===== src/hdl/tsg_pkg.sv =====
// Shared types, constants and helpers for the trilinear SDF grid sampler.
package tsg_pkg;

   localparam int MAX_RES_DEFAULT    = 64;
   localparam int VALUE_BITS_DEFAULT = 32;
   localparam int FRAC_BITS          = 16;
   localparam int ISQRT_STAGES       = 32;
   localparam int CSR_INDEX_BITS     = 3;

   typedef enum logic [CSR_INDEX_BITS-1:0] {
      CSR_BOUNDS_X   = 3'd0,
      CSR_BOUNDS_Y   = 3'd1,
      CSR_BOUNDS_Z   = 3'd2,
      CSR_INV_CELL_X = 3'd3,
      CSR_INV_CELL_Y = 3'd4,
      CSR_INV_CELL_Z = 3'd5,
      CSR_GRID_RES   = 3'd6
   } csr_index_type;

   typedef struct packed {
      logic [63:0] bounds_x;
      logic [63:0] bounds_y;
      logic [63:0] bounds_z;
      logic [31:0] inv_cell_x;
      logic [31:0] inv_cell_y;
      logic [31:0] inv_cell_z;
      logic [6:0]  grid_res;
   } cfg_type;

   typedef struct packed {
      logic full;
      logic empty;
   } fifo_stat_type;

   // queue beat: write flag, outside flag, 8 corner addresses, write value,
   // three fractions, three box offsets
   function automatic int item_bits(input int aw, input int vb);
      return 2 + 8 * aw + vb + 3 * FRAC_BITS + 3 * 32;
   endfunction

endpackage


===== src/hdl/tsg_fifo.sv =====
// Short queue between the address front end and the sampling back end.
module tsg_fifo #(
   parameter int WIDTH = 8
) (
   input  logic                  clock,
   input  logic                  reset,
   input  logic                  push,
   input  logic [WIDTH-1:0]      push_data,
   input  logic                  pop,
   output logic [WIDTH-1:0]      pop_data,
   output tsg_pkg::fifo_stat_type stat
);

   localparam int DEPTH = 4;
   localparam int PW    = $clog2(DEPTH);

   logic [WIDTH-1:0] mem_ff [DEPTH];
   logic [PW-1:0]    wr_ptr_ff, rd_ptr_ff;
   logic [PW:0]      count_ff;

   always_ff @(posedge clock) begin
      if (reset) begin
         wr_ptr_ff <= '0;
         rd_ptr_ff <= '0;
         count_ff  <= '0;
      end else begin
         if (push) wr_ptr_ff <= wr_ptr_ff + 1'b1;
         if (pop) rd_ptr_ff <= rd_ptr_ff + 1'b1;
         if (push && !pop) count_ff <= count_ff + 1'b1;
         else if (pop && !push) count_ff <= count_ff - 1'b1;
      end
   end

   always_ff @(posedge clock) begin
      if (push) mem_ff[wr_ptr_ff] <= push_data;
   end

   assign pop_data   = mem_ff[rd_ptr_ff];
   assign stat.full  = (count_ff == (PW+1)'(DEPTH));
   assign stat.empty = (count_ff == '0);

endmodule


===== config.mk =====
export PLATFORM = sky130hd
export DESIGN_NAME = tsg_fifo
export DESIGN_NICKNAME = d
export VERILOG_FILES = /design/src/hdl/tsg_pkg.sv /design/src/hdl/tsg_fifo.sv
export SDC_FILE = /design/constraint.sdc
export NUM_CORES = 1
export LEC_CHECK = 0
export ABC_CLOCK_PERIOD_IN_PS = 1500
export BUFFER_PORTS_ARGS = -buffer_cell sky130_fd_sc_hd__buf_4
export CORE_ASPECT_RATIO = 0.9
export CORE_MARGIN = 2
export CORE_UTILIZATION = 52
export CTS_BUF_LIST = sky130_fd_sc_hd__clkbuf_8
export DETAILED_ROUTE_END_ITERATION = 12
export PLACE_DENSITY = 0.76
export SYNTH_ARGS = -nofsm -noshare
export SYNTH_HDL_FRONTEND = slang
export SYNTH_SLANG_ARGS = --single-unit

===== constraint.sdc =====
create_clock -name clock -period 1.5 [get_ports clock]
set_input_delay 0.3 -clock clock [delete_from_list [all_inputs] [get_ports clock]]
set_output_delay 0.3 -clock clock [all_outputs]
set_load 0.005 [all_outputs]

==> results of run 1 <==
-- layer usage --
| layer | up-vias | part of all wire [%] | global-route usage, % |
|---|---|---|---|
| met4 | 0 | 0.50 | 6.67 |
| met1 | 425 | 38 | 18.2 |
| li1 | 387 | - | - |
| met3 | 2 | 4.0 | 7.41 |
| met2 | 19 | 57 | 28.9 |
| met5 | - | 0 | 0 |
-- layout make-up --
cell class / count / area, um^2 / share of cell area (%)
sequential: 41 / 1140 / 55.7
clock buffer: 5 / 68.8 / 3.35
timing repair buffer: 31 / 275 / 13.4
clock inverter: 3 / 65.1 / 3.17
multi-input combinational: 38 / 429 / 20.9
inverter: 4 / 17.5 / 0.854
tap: 42 / 52.6 / 2.56
-- registers in the layout, indices dropped and copies added, names as in the netlist, named ones only --
register   flops
count_ff       3
mem_ff        32
rd_ptr_ff      2
wr_ptr_ff      2
-- logic make-up (layout without fill, tap and decap cells) --
| group | Yosys count | in the layout | synth area share, % |
|---|---|---|---|
| adder cells (fa/ha/maj) | 6 | 6 | 5.21 |
| multiplexers | 10 | 10 | 12.6 |
| AND/OR/NAND/NOR | 15 | 15 | 4.65 |
| AO/OA/AOI/OAI | 2 | 2 | 0.630 |
| buffers and inverters | 7 | 43 | 2.21 |
| XOR/XNOR | 5 | 5 | 2.76 |
| flip-flops | 41 | 41 | 71.9 |
-- power by group --
part	leakage, nW	internal [mW]	switching, mW
sequential	0.369	1.30	0.0371
clock	0.0681	0.661	0.358
combinational	0.331	0.224	0.156
-- critical path, delay by kind of cell (launching register included) --
family	cells	cell delay, ps
DFF	1	350
muxes	1	510
buffers and inverters	2	270
-- worst paths after layout --
| check | slack, ps | end | from | cells past startpoint |
|---|---|---|---|---|
| worst min-delay path | 210 | mem_ff[0][6] | push_data[6] | 1 |
| worst max register to register | 10 | count_ff[2] | count_ff[0] | 4 |
| worst max-delay path | -220 | pop_data[5] | flip-flop | 3 |
| worst min register to register | 540 | flip-flop | rd_ptr_ff[1] | 2 |
-- metrics by stage --
| step | power, mW | utilization (%) |
|---|---|---|
| global placement | 1.69 | 63.3 |
| floorplan | 1.53 | - |
| CTS | 2.75 | 68.9 |
| finish | 2.73 | 69.1 |
| detailed placement | 1.71 | 63.3 |
| global route | 2.84 | 69.1 |
-- synth_stat cells, drive strengths merged (2+ instances only) --
cell type and count:
clkbuf 2, and2 4, xnor2 2, ha 5, inv 4, dfxtp 9, nor2 7, mux4 8
xor2 3, edfxtp 32, mux2i 2
==> flow_metrics.env, run 1 <==
export IMPL_netlist_cell_type_count=20
export IMPL_ant_nets=0
export IMPL_dp_hpwl_um=1730
export IMPL_power_density_nw_per_um2=1330
export IMPL_setup_viol=8
export IMPL_layout_cells_non_filler=164
export IMPL_skew_ps=6.61
export IMPL_crit_path_top_delay_cell="mux4_2"
export IMPL_via_per_inst=5.08
export IMPL_required_ps=1200
export IMPL_synthArstFlopShare_pct=0
export IMPL_timing_final_crit_share_pct=114
export IMPL_htreeDepth=2
export IMPL_die_height_um=56.4
export IMPL_fin_area_um2=2050
export IMPL_netlist_area_um2=1590
export IMPL_drc=0
export IMPL_rsz0062_at_grt="true"
export IMPL_syn_avg_cell_area_um2=18.4
export IMPL_violations="negative setup slack"
export IMPL_synth_edff_count=32
export IMPL_cts_resized=9
export IMPL_place_congestion=0.728
export IMPL_end_kind="primary output"
export IMPL_track_usage_pct=16.7
export IMPL_post_cts_buffers=0
export IMPL_placedCellCount=156
export IMPL_synth_top_cell_by_area="edfxtp_1"
export IMPL_crit_arrival_ps=1420
export IMPL_port_buffers=21
export IMPL_drtPass1Iterations=4
export IMPL_hold_violations=0
export IMPL_cts_tree="built"
export IMPL_die_w_um=62.2
export IMPL_totalWireLength_um=2600
export IMPL_dieArea_um2=3510
export IMPL_worst_pin_slew_ps=292
export IMPL_slew_viol_final=0
export IMPL_yosys_area_top_type_share_pct=60.6
export IMPL_area_delta_synth_final_pct=29.3
export IMPL_dp_slack_ps=-192
export IMPL_criticalPathCategory="reg -> out"
export IMPL_root_buffer="clkbuf_8"
export IMPL_initial_utilization_pct=53.4
export IMPL_clock_sinks=41
export IMPL_antenna_found_initial=0
export IMPL_slew_headroom_pct=80.4
export IMPL_synth_seq_cells=41
export IMPL_status="finished with violations"
export IMPL_critPathMaxFanout=8
export IMPL_drive_above_1_share_pct=44.3
export IMPL_layout_min_cycle_time_ps=1720
export IMPL_initialDrtViolationCount=14
export IMPL_ir_worst_vdd_v=0.000758
export IMPL_slowest_delay_ps=510
export IMPL_start_kind="flip-flop"
export IMPL_grt_pass1_vias=916
export IMPL_p_leak_nw=0.768
export IMPL_hold_worst_slack_ps=213
export IMPL_wire_per_inst_um=15.8
export IMPL_coreArea_um2=2970
export IMPL_yosysWarnings=0
export IMPL_via_count=833
export IMPL_fill_cells=199
export IMPL_worstSkewPairLatency_ps=280
export IMPL_grt_pass1_wl_um=4150
export IMPL_diodes=0
export IMPL_synthFlopType="edfxtp_1"
export IMPL_layout_commonest_cell="edfxtp_1"
export IMPL_hold_class="in -> reg"
export IMPL_path_cells="buf_12, mux4_2, buf_6"
export IMPL_overflow=0
export IMPL_fin_nets=139
export IMPL_placed_cell_area_um2=1880
export IMPL_ctsHoldBuffers=0
export IMPL_cts_buffer_depth=2
export IMPL_final_cell_mix="edfxtp_1 (32), buf_4 (22), mux4_2 (8), buf_6 (8)"
export IMPL_drv_cap=0
export IMPL_syn_nets=104
export IMPL_clkTransAtPathRegs_ps=80
export IMPL_synth_area_leaders="edfxtp_1 (61%), dfxtp_1 (11%), mux4_2 (11%), ha_1 (3.9%), nor2_1 (1.7%)"
export IMPL_tns_ps=-1670
export IMPL_clock_fmax_mhz=583
export IMPL_grt_max_degree=14
export IMPL_std_cell_rows=19
export IMPL_syn_inst=86
export IMPL_cts_buffers=5
export IMPL_setup_slack_ps=-216
export IMPL_io_pins=22
export IMPL_ys_seq_area_share_pct=71.9
No activity file was read; power rests on OpenSTA's default activity.
==> run 2, diff against run 1 <==
--- a/config.mk
+++ b/config.mk
@@ -13,6 +13,7 @@
 export CTS_BUF_LIST = sky130_fd_sc_hd__clkbuf_8
 export DETAILED_ROUTE_END_ITERATION = 12
 export PLACE_DENSITY = 0.76
+export SKIP_CTS_REPAIR_TIMING = 1
 export SYNTH_ARGS = -nofsm -noshare
 export SYNTH_HDL_FRONTEND = slang
 export SYNTH_SLANG_ARGS = --single-unit
==> flow_metrics.env, run 2 (synthesis results as in run 1) <==
export IMPL_clkTransAtPathRegs_ps=80
export IMPL_violations="negative setup slack"
export IMPL_p_total_mw=2.73
export IMPL_io_pins=22
export IMPL_initialDrtViolationCount=10
export IMPL_wire_per_inst_um=15.8
export IMPL_setup_viol=8
export IMPL_criticalPathCategory="reg -> out"
export IMPL_hold_depth=1
export IMPL_antenna_found_initial=0
export IMPL_totalWireLength_um=2590
export IMPL_r2r_end="count_ff[2]"
export IMPL_multi_input_area_um2=429
export IMPL_power_density_nw_per_um2=1330
export IMPL_min_to="mem_ff[2][2]"
export IMPL_crit_arrival_ps=1420
export IMPL_root_buffer="clkbuf_8"
export IMPL_drtPass1Iterations=4
export IMPL_r2r_cells=4
export IMPL_std_cell_rows=19
export IMPL_largest_reg_flops=32
export IMPL_port_buffers=21
export IMPL_finalCoreUtilization_pct=69.1
export IMPL_top_register="mem_ff"
export IMPL_worstSkewPairLatency_ps=280
export IMPL_via_per_inst=5.09
export IMPL_ant_nets=0
export IMPL_start_kind="flip-flop"
export IMPL_slew_viol_final=0
export IMPL_reg_top3="mem_ff x32, count_ff x3"
export IMPL_tns_ps=-1660
export IMPL_hold_worst_slack_ps=212
export IMPL_fin_nets=139
export IMPL_hold_violations=0
export IMPL_final_cell_mix="edfxtp_1 (32), buf_4 (22), mux4_2 (8), buf_6 (8)"
export IMPL_seqCellArea_um2=1140
export IMPL_critPathMaxFanout=8
export IMPL_required_ps=1200
export IMPL_via_count=834
export IMPL_status="finished with violations"
export IMPL_clock_fmax_mhz=583
export IMPL_place_congestion=0.728
export IMPL_rrSetupSlack_ps=0
export IMPL_dp_slack_ps=-192
export IMPL_overflow=0
export IMPL_worst_pin_slew_ps=293
export IMPL_die_height_um=56.4
export IMPL_cts_buffer_depth=2
export IMPL_drv_cap=0
export IMPL_dieArea_um2=3510
export IMPL_track_usage_pct=16.7
export IMPL_end_kind="primary output"
export IMPL_layout_min_cycle_time_ps=1720
export IMPL_grt_pass1_vias=909
export IMPL_layout_commonest_cell="edfxtp_1"
export IMPL_clock_sinks=41
export IMPL_dp_hpwl_um=1730
export IMPL_coreArea_um2=2970
export IMPL_drive_above_1_share_pct=44.3
export IMPL_cts_buffers=5
export IMPL_initial_utilization_pct=53.4
export IMPL_slew_headroom_pct=80.2
export IMPL_fill_cells=199
export IMPL_drc=0
export IMPL_cts_tree="built"
export IMPL_ir_worst_vdd_v=0.000753
export IMPL_timing_final_crit_share_pct=114
export IMPL_p_leak_nw=0.768
export IMPL_setup_slack_ps=-216
export IMPL_grt_max_degree=14
export IMPL_die_w_um=62.2
export IMPL_grt_pass1_wl_um=4130
export IMPL_min_from="push_data[2]"
export IMPL_diodes=0
export IMPL_skew_ps=5.55
export IMPL_rsz0062_at_grt="true"
export IMPL_area_delta_synth_final_pct=29.3
export IMPL_htreeDepth=2
export IMPL_hold_class="in -> reg"
export IMPL_reg2reg_from="count_ff[0]"
-- run 2: cell counts in the layout (fill, tap and decap cells not counted) --
Identical to the previous run, type by type.
-- run 2: final cells by class --
type	count	share of cell area, %
tap	42	2.56
inverter	4	0.854
clock inverter	3	3.17
timing repair buffer	31	13.4
multi-input combinational	38	20.9
clock buffer	5	3.35
sequential	41	55.7
-- run 2: per-layer routing --
layer,vias up,routed length (um),track usage (%)
met3,2,93,7.41
met1,431,1030,18.1
met2,15,1450,28.9
met5,-,0,0
met4,0,13,6.67
li1,386,-,-
-- run 2: stage by stage --
step,instances,instance area [um^2]
final,164,2050
after CTS,164,2020
after floorplan,86,1600
after global routing,164,2050
after global placement,156,1880
after detailed placement,156,1880
-- run 2: how the worst max path moves through the flow --
stage,slack (ps),endpoint,depth (start not counted),from
floorplan,10,count_ff[2],7,pop
global placement,-120,count_ff[2],8,pop
detailed placement,-190,count_ff[2],8,pop
CTS,-280,pop_data[5],3,flip-flop
global route,-270,pop_data[5],3,flip-flop
finish,-220,pop_data[5],3,flip-flop
-- run 2: worst max-delay path, cell delays in order, from the launching register on --
cell,delay [ps]
dfxtp_2,350
buf_12,140
mux4_2,510
buf_6,130
-- run 2: power breakdown --
group          switching, mW  internal, mW
clock network          0.357         0.661
logic                  0.155         0.224
registers             0.0375          1.30
